`src/rtl/sllm_pkg.sv`:
```
package sllm_pkg;

   localparam int SLOTS_DEFAULT = 128;
   localparam int POS_W         = 8;
   localparam int VALUE_W       = 32;
   localparam int LEN_W         = 8;

   typedef enum logic {
      FUNC_INSERT = 1'b0,
      FUNC_DELETE = 1'b1
   } func_type;

   typedef enum logic [1:0] {
      STATUS_DONE  = 2'd0,
      STATUS_RANGE = 2'd1,
      STATUS_FULL  = 2'd2
   } status_type;

endpackage

```
`src/rtl/sllm_req_if.sv`:
```
interface sllm_req_if;
   import sllm_pkg::*;

   logic                       valid;
   logic                       ready;
   func_type                   func;
   logic [POS_W-1:0]           position;
   logic signed [VALUE_W-1:0]  value;

   modport source (output valid, func, position, value, input ready);
   modport sink (input valid, func, position, value, output ready);
endinterface

```
`src/rtl/sllm_rsp_if.sv`:
```
interface sllm_rsp_if;
   import sllm_pkg::*;

   logic             valid;
   logic             ready;
   status_type       status;
   logic [LEN_W-1:0] length;

   modport source (output valid, status, length, input ready);
   modport sink (input valid, status, length, output ready);
endinterface

```
`src/rtl/sllm_store.sv`:
```
module sllm_store #(
   parameter int SLOTS = sllm_pkg::SLOTS_DEFAULT,
   parameter int AW    = $clog2(SLOTS),
   parameter int LW    = $clog2(SLOTS + 1)
) (
   input  logic                          clock,
   input  logic                          next_we,
   input  logic [AW-1:0]                 next_waddr,
   input  logic [LW-1:0]                 next_wdata,
   input  logic [AW-1:0]                 next_raddr,
   output logic [LW-1:0]                 next_rdata,
   input  logic                          value_we,
   input  logic [AW-1:0]                 value_waddr,
   input  logic [sllm_pkg::VALUE_W-1:0]  value_wdata
);
   import sllm_pkg::*;

   logic [LW-1:0]      next_mem [SLOTS];
   logic [VALUE_W-1:0] value_mem [SLOTS];
   logic [LW-1:0]      next_rdata_ff;

   always_ff @(posedge clock) begin
      if (next_we) begin
         next_mem[next_waddr] <= next_wdata;
      end
      next_rdata_ff <= next_mem[next_raddr];
   end

   always_ff @(posedge clock) begin
      if (value_we) begin
         value_mem[value_waddr] <= value_wdata;
      end
   end

   assign next_rdata = next_rdata_ff;

endmodule

```
`src/rtl/static_linked_list_manager.sv`:
```
// Array-based singly linked list with a free list over SLOTS slots. Insert puts a value
// before a one-based position (1..length, or 1 on an empty list); delete removes the
// element at a position and returns its slot to the front of the free list. Every request
// beat gives one response beat with a status and the list length after the operation.
// After reset the block runs a clearing pass that chains the link memory;
// req_bus.ready stays low during it. The walk to the predecessor follows one link per
// cycle through the single read port of the link memory. One item is in work at a time;
// a finished response waits in an output register while the next request is taken.
module static_linked_list_manager #(
   parameter int SLOTS = sllm_pkg::SLOTS_DEFAULT
) (
   input  logic       clock,
   input  logic       reset,
   sllm_req_if.sink   req_bus,
   sllm_rsp_if.source rsp_bus
);
   import sllm_pkg::*;

   localparam int AW   = $clog2(SLOTS);
   localparam int LW   = $clog2(SLOTS + 1);
   localparam int CMPW = (LW > POS_W) ? LW : POS_W;
   localparam logic [LW-1:0] LINK_NULL = LW'(SLOTS);
   localparam logic [AW-1:0] LAST_SLOT = AW'(SLOTS - 1);

   typedef enum logic [8:0] {
      ST_INIT      = 9'b000000001,
      ST_IDLE      = 9'b000000010,
      ST_ALLOC     = 9'b000000100,
      ST_WALK      = 9'b000001000,
      ST_SPLICE    = 9'b000010000,
      ST_DROP_HEAD = 9'b000100000,
      ST_UNLINK    = 9'b001000000,
      ST_RELEASE   = 9'b010000000,
      ST_RESP      = 9'b100000000
   } state_type;

   state_type          state_ff, state_in;
   logic [AW-1:0]      init_ff, init_in;
   logic [LW-1:0]      head_ff, head_in;
   logic [LW-1:0]      free_ff, free_in;
   logic [LW-1:0]      count_ff, count_in;
   logic [LW-1:0]      cur_ff, cur_in;
   logic [LW-1:0]      slot_ff, slot_in;
   logic [POS_W-1:0]   steps_ff, steps_in;
   logic [POS_W-1:0]   pos_ff, pos_in;
   logic [VALUE_W-1:0] value_ff, value_in;
   func_type           func_ff, func_in;
   status_type         status_ff, status_in;
   logic               rsp_valid_ff, rsp_valid_in;
   status_type         rsp_status_ff, rsp_status_in;
   logic [LEN_W-1:0]   rsp_length_ff, rsp_length_in;

   logic               next_we;
   logic [AW-1:0]      next_waddr;
   logic [LW-1:0]      next_wdata;
   logic [AW-1:0]      next_raddr;
   logic [LW-1:0]      next_rdata;
   logic               value_we;

   logic [CMPW-1:0]    pos_ext, count_ext;
   logic               pos_zero, pos_over, pos_one, list_empty;
   logic               ins_bad, del_bad, pool_empty, req_beat, rsp_free;

   sllm_store #(.SLOTS(SLOTS), .AW(AW), .LW(LW)) u_store (
      .clock       (clock),
      .next_we     (next_we),
      .next_waddr  (next_waddr),
      .next_wdata  (next_wdata),
      .next_raddr  (next_raddr),
      .next_rdata  (next_rdata),
      .value_we    (value_we),
      .value_waddr (slot_ff[AW-1:0]),
      .value_wdata (value_ff)
   );

   assign pos_ext    = CMPW'(req_bus.position);
   assign count_ext  = CMPW'(count_ff);
   assign pos_zero   = (req_bus.position == '0);
   assign pos_one    = (req_bus.position == POS_W'(1));
   assign pos_over   = (pos_ext > count_ext);
   assign list_empty = (count_ff == '0);
   assign del_bad    = pos_zero || pos_over;
   assign ins_bad    = pos_zero || (pos_over && !(list_empty && pos_one));
   assign pool_empty = (free_ff == LINK_NULL);

   assign req_bus.ready  = (state_ff == ST_IDLE);
   assign req_beat       = req_bus.valid && req_bus.ready;
   assign rsp_free       = !rsp_valid_ff || rsp_bus.ready;
   assign rsp_bus.valid  = rsp_valid_ff;
   assign rsp_bus.status = rsp_status_ff;
   assign rsp_bus.length = rsp_length_ff;

   // read port: free head or list head while idle, list head in alloc, otherwise follow the last link read
   always_comb begin
      unique case (state_ff)
         ST_IDLE:  next_raddr = (req_bus.func == FUNC_DELETE) ? head_ff[AW-1:0]
                                                              : free_ff[AW-1:0];
         ST_ALLOC: next_raddr = head_ff[AW-1:0];
         default:  next_raddr = next_rdata[AW-1:0];
      endcase
   end

   always_comb begin
      state_in      = state_ff;
      init_in       = init_ff;
      head_in       = head_ff;
      free_in       = free_ff;
      count_in      = count_ff;
      cur_in        = cur_ff;
      slot_in       = slot_ff;
      steps_in      = steps_ff;
      pos_in        = pos_ff;
      value_in      = value_ff;
      func_in       = func_ff;
      status_in     = status_ff;
      rsp_valid_in  = rsp_valid_ff && !rsp_bus.ready;
      rsp_status_in = rsp_status_ff;
      rsp_length_in = rsp_length_ff;
      next_we       = 1'b0;
      next_waddr    = slot_ff[AW-1:0];
      next_wdata    = next_rdata;
      value_we      = 1'b0;

      unique case (state_ff)
         ST_INIT: begin
            next_we    = 1'b1;
            next_waddr = init_ff;
            next_wdata = LW'(init_ff) + LW'(1);
            init_in    = init_ff + AW'(1);
            if (init_ff == LAST_SLOT) begin
               state_in = ST_IDLE;
            end
         end
         ST_IDLE: begin
            if (req_beat) begin
               func_in   = req_bus.func;
               pos_in    = req_bus.position;
               value_in  = req_bus.value;
               status_in = STATUS_DONE;
               if (req_bus.func == FUNC_INSERT) begin
                  slot_in = free_ff;
                  if (ins_bad) begin
                     status_in = STATUS_RANGE;
                     state_in  = ST_RESP;
                  end else if (pool_empty) begin
                     status_in = STATUS_FULL;
                     state_in  = ST_RESP;
                  end else begin
                     state_in = ST_ALLOC;
                  end
               end else begin
                  slot_in  = head_ff;
                  cur_in   = head_ff;
                  steps_in = req_bus.position - POS_W'(2);
                  if (del_bad) begin
                     status_in = STATUS_RANGE;
                     state_in  = ST_RESP;
                  end else if (pos_one) begin
                     state_in = ST_DROP_HEAD;
                  end else begin
                     state_in = ST_WALK;
                  end
               end
            end
         end
         ST_ALLOC: begin
            free_in  = next_rdata;
            value_we = 1'b1;
            if (pos_ff == POS_W'(1)) begin
               next_we    = 1'b1;
               next_wdata = head_ff;
               head_in    = slot_ff;
               count_in   = count_ff + LW'(1);
               state_in   = ST_RESP;
            end else begin
               cur_in   = head_ff;
               steps_in = pos_ff - POS_W'(2);
               state_in = ST_WALK;
            end
         end
         ST_WALK: begin
            if (steps_ff == '0) begin
               if (func_ff == FUNC_INSERT) begin
                  next_we  = 1'b1;
                  state_in = ST_SPLICE;
               end else begin
                  slot_in  = next_rdata;
                  state_in = ST_UNLINK;
               end
            end else begin
               cur_in   = next_rdata;
               steps_in = steps_ff - POS_W'(1);
            end
         end
         ST_SPLICE: begin
            next_we    = 1'b1;
            next_waddr = cur_ff[AW-1:0];
            next_wdata = slot_ff;
            count_in   = count_ff + LW'(1);
            state_in   = ST_RESP;
         end
         ST_DROP_HEAD: begin
            head_in  = next_rdata;
            state_in = ST_RELEASE;
         end
         ST_UNLINK: begin
            next_we    = 1'b1;
            next_waddr = cur_ff[AW-1:0];
            state_in   = ST_RELEASE;
         end
         ST_RELEASE: begin
            next_we    = 1'b1;
            next_wdata = free_ff;
            free_in    = slot_ff;
            count_in   = count_ff - LW'(1);
            state_in   = ST_RESP;
         end
         ST_RESP: begin
            if (rsp_free) begin
               rsp_valid_in  = 1'b1;
               rsp_status_in = status_ff;
               rsp_length_in = count_ext[LEN_W-1:0];
               state_in      = ST_IDLE;
            end
         end
         default: begin
            state_in = ST_IDLE;
         end
      endcase
   end

   always_ff @(posedge clock) begin
      if (reset) begin
         state_ff     <= ST_INIT;
         init_ff      <= '0;
         head_ff      <= LINK_NULL;
         free_ff      <= '0;
         count_ff     <= '0;
         rsp_valid_ff <= 1'b0;
      end else begin
         state_ff     <= state_in;
         init_ff      <= init_in;
         head_ff      <= head_in;
         free_ff      <= free_in;
         count_ff     <= count_in;
         rsp_valid_ff <= rsp_valid_in;
      end
   end

   always_ff @(posedge clock) begin
      cur_ff        <= cur_in;
      slot_ff       <= slot_in;
      steps_ff      <= steps_in;
      pos_ff        <= pos_in;
      value_ff      <= value_in;
      func_ff       <= func_in;
      status_ff     <= status_in;
      rsp_status_ff <= rsp_status_in;
      rsp_length_ff <= rsp_length_in;
   end

endmodule

```
`src/flat_wrapper.sv`:
```
// flat-port wrapper written by rule: the top's interface ports become plain ports
module static_linked_list_manager_flat import sllm_pkg::*;
#(
   parameter int SLOTS = sllm_pkg::SLOTS_DEFAULT
)
  (clock, reset, req_bus_valid, req_bus_func, req_bus_position, req_bus_value, req_bus_ready, rsp_bus_valid, rsp_bus_status, rsp_bus_length, rsp_bus_ready);
  sllm_req_if req_bus_i ();
  sllm_rsp_if rsp_bus_i ();
  input  logic clock;
  input  logic reset;
  input wire logic [$bits(req_bus_i.valid)-1:0] req_bus_valid;
  input wire logic [$bits(req_bus_i.func)-1:0] req_bus_func;
  input wire logic [$bits(req_bus_i.position)-1:0] req_bus_position;
  input wire logic [$bits(req_bus_i.value)-1:0] req_bus_value;
  output wire logic [$bits(req_bus_i.ready)-1:0] req_bus_ready;
  output wire logic [$bits(rsp_bus_i.valid)-1:0] rsp_bus_valid;
  output wire logic [$bits(rsp_bus_i.status)-1:0] rsp_bus_status;
  output wire logic [$bits(rsp_bus_i.length)-1:0] rsp_bus_length;
  input wire logic [$bits(rsp_bus_i.ready)-1:0] rsp_bus_ready;
  assign req_bus_i.valid = req_bus_valid;
  assign req_bus_i.func = req_bus_func;
  assign req_bus_i.position = req_bus_position;
  assign req_bus_i.value = req_bus_value;
  assign req_bus_ready = req_bus_i.ready;
  assign rsp_bus_valid = rsp_bus_i.valid;
  assign rsp_bus_status = rsp_bus_i.status;
  assign rsp_bus_length = rsp_bus_i.length;
  assign rsp_bus_i.ready = rsp_bus_ready;
  static_linked_list_manager #(.SLOTS(SLOTS)) u_core (.clock(clock), .reset(reset), .req_bus(req_bus_i), .rsp_bus(rsp_bus_i));
endmodule
```
`config.mk`:
```
export PLATFORM = sky130hd
export DESIGN_NAME = static_linked_list_manager_flat
export DESIGN_NICKNAME = d
export VERILOG_FILES = /design/src/rtl/sllm_pkg.sv /design/src/rtl/sllm_req_if.sv /design/src/rtl/sllm_rsp_if.sv /design/src/rtl/sllm_store.sv /design/src/rtl/static_linked_list_manager.sv /design/src/flat_wrapper.sv
export SDC_FILE = /design/constraint.sdc
export NUM_CORES = 2
export LEC_CHECK = 0
export BUFFER_PORTS_ARGS = -buffer_cell sky130_fd_sc_hd__buf_2
export CORE_UTILIZATION = 60
export CTS_BUF_LIST = sky130_fd_sc_hd__clkbuf_4 sky130_fd_sc_hd__clkbuf_8
export DETAILED_ROUTE_END_ITERATION = 8
export PLACE_DENSITY = 0.76
export SLEW_MARGIN = 40
export SYNTH_ARGS = -nofsm -noshare
export SYNTH_HDL_FRONTEND = slang
export SYNTH_HIERARCHICAL = 1
export SYNTH_SLANG_ARGS = --single-unit
export TNS_END_PERCENT = 5
```
`constraint.sdc`:
```
create_clock -name clock -period 14.6 [get_ports clock]
set_input_delay 0.73 -clock clock [delete_from_list [all_inputs] [get_ports clock]]
set_output_delay 0.73 -clock clock [all_outputs]
set_load 0.005 [all_outputs]
```
# After elaboration in Yosys (flattened, before gate mapping)
# Memories as Yosys holds them, arrays and structs flattened. A register that Yosys moved wholly into a read port is not among the register bits.
# Cells that the tools add are included.
# word_totals
ff_bits	85
ram_bits	1024
in_bits	45
out_inout_bits	12
n_memories	1
# mem_list
name	words	width	read_ports	rd_clocked_by_memory_dff	wr	line	text
u_core.u_store.next_mem	128	8	1	1	1	sllm_store.sv:18	logic [LW-1:0] next_mem [SLOTS];
# classes
add_sub_neg	7
n_lt_le_gt_ge	1
eq_ne	22
mux	49
reduce_logical	29
# ops
op	n
8-bit 2-to-1 mux	11
9-bit 2-to-1 mux	9
9-bit one-hot mux with 7 select lines	1
8-bit one-hot mux with 2 select lines	3
8-bit one-hot mux with 3 select lines	2
7-bit 2-to-1 mux	6
8-bit one-hot mux with 4 select lines	1
7-bit one-hot mux with 2 select lines	2
8-bit logical NOT	3
7-bit one-hot mux with 3 select lines	1
8-bit by 1-bit equality test with 1-bit output, second input constant	2
8-bit by 1-bit subtractor with 8-bit output, second input constant	2
8-bit by 2-bit subtractor with 8-bit output, second input constant	2
2-bit by 1-bit inequality test with 1-bit output, second input constant	5
9-bit by 1-bit equality test with 1-bit output, second input constant	1
9-bit by 2-bit equality test with 1-bit output, second input constant	1
9-bit by 3-bit equality test with 1-bit output, second input constant	1
9-bit by 4-bit equality test with 1-bit output, second input constant	1
9-bit by 5-bit equality test with 1-bit output, second input constant	1
9-bit by 6-bit equality test with 1-bit output, second input constant	1
9-bit by 7-bit equality test with 1-bit output, second input constant	1
9-bit by 8-bit equality test with 1-bit output, second input constant	1
9-bit equality test, second input constant	1
7-bit by 1-bit adder with 8-bit output, second input constant	1
20 further kinds	48

# Depth between registers and ports, before layout
# logic_depth
depth_word	9
depth_mapped	15
depth_no_buf	11

# Modules after synthesis
# The synthesis kept the hierarchy.
# modules_own_cells
module	n_inst	cells_each	area_per_inst_um2	seq_area_each_um2
sllm_store	1	1635	39665.5	30909.6
static_linked_list_manager	1	584	5952.0	3103.0

# Worst setup path before layout
# OpenSTA, ideal clock, no wires.
# synth_path
path_kind	flip-flop to flip-flop
startpoint	register u_core.state_ff[5]
endpoint	memory u_core/u_store/next_mem[0][5] (netlist bit) (data pin)
setup_ns	0.872
arrival_ns	4.610
setup_slack_ns	9.119
stages_incl_launch_ff	6
path_buffers	2
synth_period_minus_slack_ns	5.481
path_cell_list	dfxtp_1 -> buf_2 -> nor4_2 -> nand4b_1 -> clkbuf_1 -> o211ai_1
# synth_via
elab_chain_len	2
elab_cells_between_ends	5
classes_between	eq/ne: 4; mux: 1
# synth_rtl
element	line	text
start, declared	static_linked_list_manager.sv:37	state_type state_ff, state_in;
start signal, assigned	static_linked_list_manager.sv:241	state_ff <= state_in;
9-bit by 8-bit equality test with 1-bit output, or another cell as far along	static_linked_list_manager.sv:124	unique case (state_ff)
8-bit one-hot mux with 4 select lines (*)	static_linked_list_manager.sv:124	
via u_core.next_wdata[5]	static_linked_list_manager.sv:55	logic [LW-1:0] next_wdata;
end, declared	sllm_store.sv:18	
# Mark *: on every way through the listed nets, which the timed path passes. The rest lies on a longest branch.

# Worst setup path after layout
# layout_path
startpoint	register u_core.state_ff[4]
endpoint	register u_core.u_store.next_rdata_ff[1] (netlist: u_core/u_store/next_rdata[1]) (read register of u_core.u_store.next_mem)
# layout_via
elab_chain_len	2
elab_cells_between_ends	3
classes_between	eq/ne: 2; mux: 1
# layout_rtl
element	line	text
9-bit by 3-bit equality test with 1-bit output / 9-bit by 2-bit equality test with 1-bit output (equally long branches)	static_linked_list_manager.sv:95	unique case (state_ff)
7-bit one-hot mux with 2 select lines (*)	static_linked_list_manager.sv:95	
via u_core.next_raddr[0]	static_linked_list_manager.sv:56	logic [AW-1:0] next_raddr;
end, declared	sllm_store.sv:20	logic [LW-1:0] next_rdata_ff;
# Marked as above.
# A chain may end at the register's enable or synchronous reset.

==> impl_metrics.tcl <==
set metrics [dict create \
    final_antenna_net_count 0 \
    worstPathRequired_ns 15.29 \
    total_grt_usage_pct 26.61 \
    cts_buffer_depth 3 \
    vias_per_cell 6.604 \
    gpl.final_weighted_congestion 0.8997 \
    worstRegToRegCells 12 \
    h-tree-depth 4 \
    critPathArrivalTime_ns 7.01 \
    cts_num_sinks 1117 \
    cts-buffers-inserted 172 \
    setup_viol 0 \
    hpwl_mm 59.08 \
    synth.net_count 2250 \
    timing.final.hold_violations 0 \
    vias_in_the_first_global_route 22930 \
    fin_worst_skew_ns 0.06159 \
    place_worst_setup_slack_ns 8.218 \
    core.rowCount 99 \
    fin_crit_sh_pct 43.32 \
    syn_area_per_cell_um2 20.42 \
    layout-area-overhead-vs-synth_pct 10.92 \
    violated_checks "design-rule violations" \
    count_of_instances_resized_after_the_clock_tree_is_built 0 \
    dieWidth_um 274.8 \
    ys_warn_count 6 \
    routedWlPerCell_um 28.36 \
    timing.critical_path.slowest_cell_delay_ns 0.83 \
    achievable-frequency_ghz 0.1581 \
    syn-cell-area_mm2 0.04466 \
    clk_root_buffer_cell "sky130_fd_sc_hd__clkbuf_8" \
    drt-pass1-iter-count 9 \
    holdBufCountCts 0 \
    max_slew.worst_pin.slew_ns 0.8746 \
    p_leak_nw 15.74 \
    vdd_ir_drop_max_v 0.0001187 \
    clkSlewWorstSetupHoldPaths_ns 0.07 \
    first_iter_violations 2800 \
    largest_net_degree_at_the_start_of_global_routing 109 \
    crit_path_top_delay_cell "sky130_fd_sc_hd__or4_1" \
    syn-instance-count 2187 \
    filler_cell_count 4529 \
    tritoncts_clock_tree "yes" \
    rsz0062_at_grt "no" \
    drt-total-wl_mm 96.88 \
    endpoint_kind "flip-flop" \
    status "finished with violations" \
    max_cap_violations 0 \
    layout_min_cycle_time_ns 6.325 \
    floorplan.initialDensity_pct 60.90 \
    number_of_slew_limit_violations_in_the_final_report 0 \
    dieArea_mm2 0.07552 \
    drc 10 \
    final.setup.worst_slack_ns 8.275 \
    relative_max_transition_margin_pct 41.70 \
    cell_by_cell_listing_of_the_critical_path "or4_4 -> or4_1 -> nand2_1 -> nand2_1 -> nand2_4 -> buf_4 -> buf_12 -> buf_16 -> mux4_2 -> mux4_2 -> mux4_2 -> mux2_2" \
    min_delay_path_depth 1 \
    critPathMostFrequentCell "sky130_fd_sc_hd__mux4_2" \
    startpoint_type "flip-flop" \
    placement.io_buffers 24 \
    first_pass_grt_wire_length_mm 144.6 \
    min_path_type "input pin to flip-flop" \
    globalRouteOverflowTotal 0 \
    final_nets 2380 \
    p_per_area_mw_per_mm2 183.1 \
    fin_tns_setup_ns 0 \
    number_of_antenna_violations_at_the_first_check_in_global_routing 4 \
    core_mm2 0.07333 \
    area.sequential_mm2 0.03305 \
    footprint_of_the_multi_input_gates_mm2 0.01127 \
    top_level_port_count 57 \
    crit_path_max_fanout 55 \
    layout-drive-gt1-share_pct 30.47 \
    dr_total_vias 22560 \
    path_class "flip-flop to flip-flop" \
    die_height_um 274.8 \
    cts_setup_buffers 0 \
    clock_latency_ns 0.82 \
]
## stage by stage
stage               util, %  power [mW]  instances  instance area, um2  hold slack, ns
CTS                   67.35       9.111       3413               49390         0.06822
detailed placement    62.83       6.635       3101               46070          0.4062
floorplan                 -       5.810       2187               44660          0.4003
global placement      62.52       6.526       3096               45850          0.4033
global route          67.55       9.388       3415               49530         0.09604
finish                67.55       9.070       3416               49540          0.1412
## final timing paths
path              slack [ns]                                   end                            start
hold / removal          0.14            u_core/pos_ff[2]$_DFFE_PP_              req_bus_position[2]
setup reg to reg        8.28  u_core/u_store/next_rdata[1]$_DFF_P_  u_core/state_ff[4]$_SDFFE_PP0P_
setup / recovery        8.28  u_core/u_store/next_rdata[1]$_DFF_P_  u_core/state_ff[4]$_SDFFE_PP0P_
hold reg to reg         0.42    u_core/rsp_bus.status[0]$_DFFE_PP_    u_core/status_ff[0]$_DFFE_PP_
## layout by cell type (no fill, tap or decap), types with 10 or more instances in the layout
cell,instances
sky130_fd_sc_hd__nor2_2,43
sky130_fd_sc_hd__dfxtp_1,49
sky130_fd_sc_hd__inv_1,17
sky130_fd_sc_hd__ha_1,17
sky130_fd_sc_hd__clkbuf_8,177
sky130_fd_sc_hd__o21ai_0,23
sky130_fd_sc_hd__nand3_1,22
sky130_fd_sc_hd__clkbuf_4,51
sky130_fd_sc_hd__clkinv_2,25
sky130_fd_sc_hd__nor3_1,12
sky130_fd_sc_hd__o211ai_1,11
sky130_fd_sc_hd__edfxtp_1,1068
sky130_fd_sc_hd__buf_4,28
sky130_fd_sc_hd__buf_2,24
sky130_fd_sc_hd__a21oi_1,16
sky130_fd_sc_hd__mux2i_1,20
sky130_fd_sc_hd__mux4_2,336
sky130_fd_sc_hd__nand2_1,109
sky130_fd_sc_hd__nor2_1,137
sky130_fd_sc_hd__a211oi_1,10
sky130_fd_sc_hd__a22oi_1,16
sky130_fd_sc_hd__xnor2_1,16
sky130_fd_sc_hd__clkinv_1,44
sky130_fd_sc_hd__nor2b_1,11
sky130_fd_sc_hd__xor2_1,12
## cell type report
class	instances	area share, %
flip-flops and latches	1117	66.72
multi-input cells	940	22.75
clock buffers	228	5.691
well taps	959	2.422
repair buffers	69	1.271
clock inverters	84	1.003
inverters	17	0.1288
diodes	2	0.01010
## per-layer routing
metal  share of wire, %  vias up  GRT usage (%)  wire length, um
li1                   -     9368              -                -
met1                 39    11710          37.88            37390
met2                 49     1282          41.77            47100
met3                 10      199          5.892             9831
met4                2.6        2          8.564             2535
met5              0.026        -              0               25
## worst max-delay path: cells and delay by family (launching register included)
| family | cells | cell delay [ns] |
|---|---|---|
| multiplexers | 4 | 1.98 |
| buffers and inverters | 3 | 1.35 |
| AND/OR/NAND/NOR | 5 | 2.32 |
| flip-flops | 1 | 0.40 |
## state kept, by name (all words and copies together), names as in the netlist
register                   cells
u_core/steps_ff                8
u_core/rsp_bus.length          8
u_core/free_ff                 8
u_core/u_store/next_mem     1024
u_core/head_ff                 8
u_core/status_ff               2
u_core/u_store/next_rdata      8
u_core/func_ff                 1
u_core/init_ff                 7
u_core/pos_ff                  8
u_core/rsp_bus.valid           1
u_core/state_ff                9
u_core/rsp_bus.status          2
u_core/count_ext               8
u_core/cur_ff                  7
u_core/slot_ff                 8
## report_power, final
| group | internal, mW | switching (mW) | total (mW) |
|---|---|---|---|
| Clock | 1.31 | 1.19 | 2.49 |
| Combinational | 1.18 | 1.51 | 2.68 |
| Sequential | 3.86 | 0.0358 | 3.90 |
| Total | 6.34 | 2.73 | 9.07 |
(Power assumes the default switching activity.)
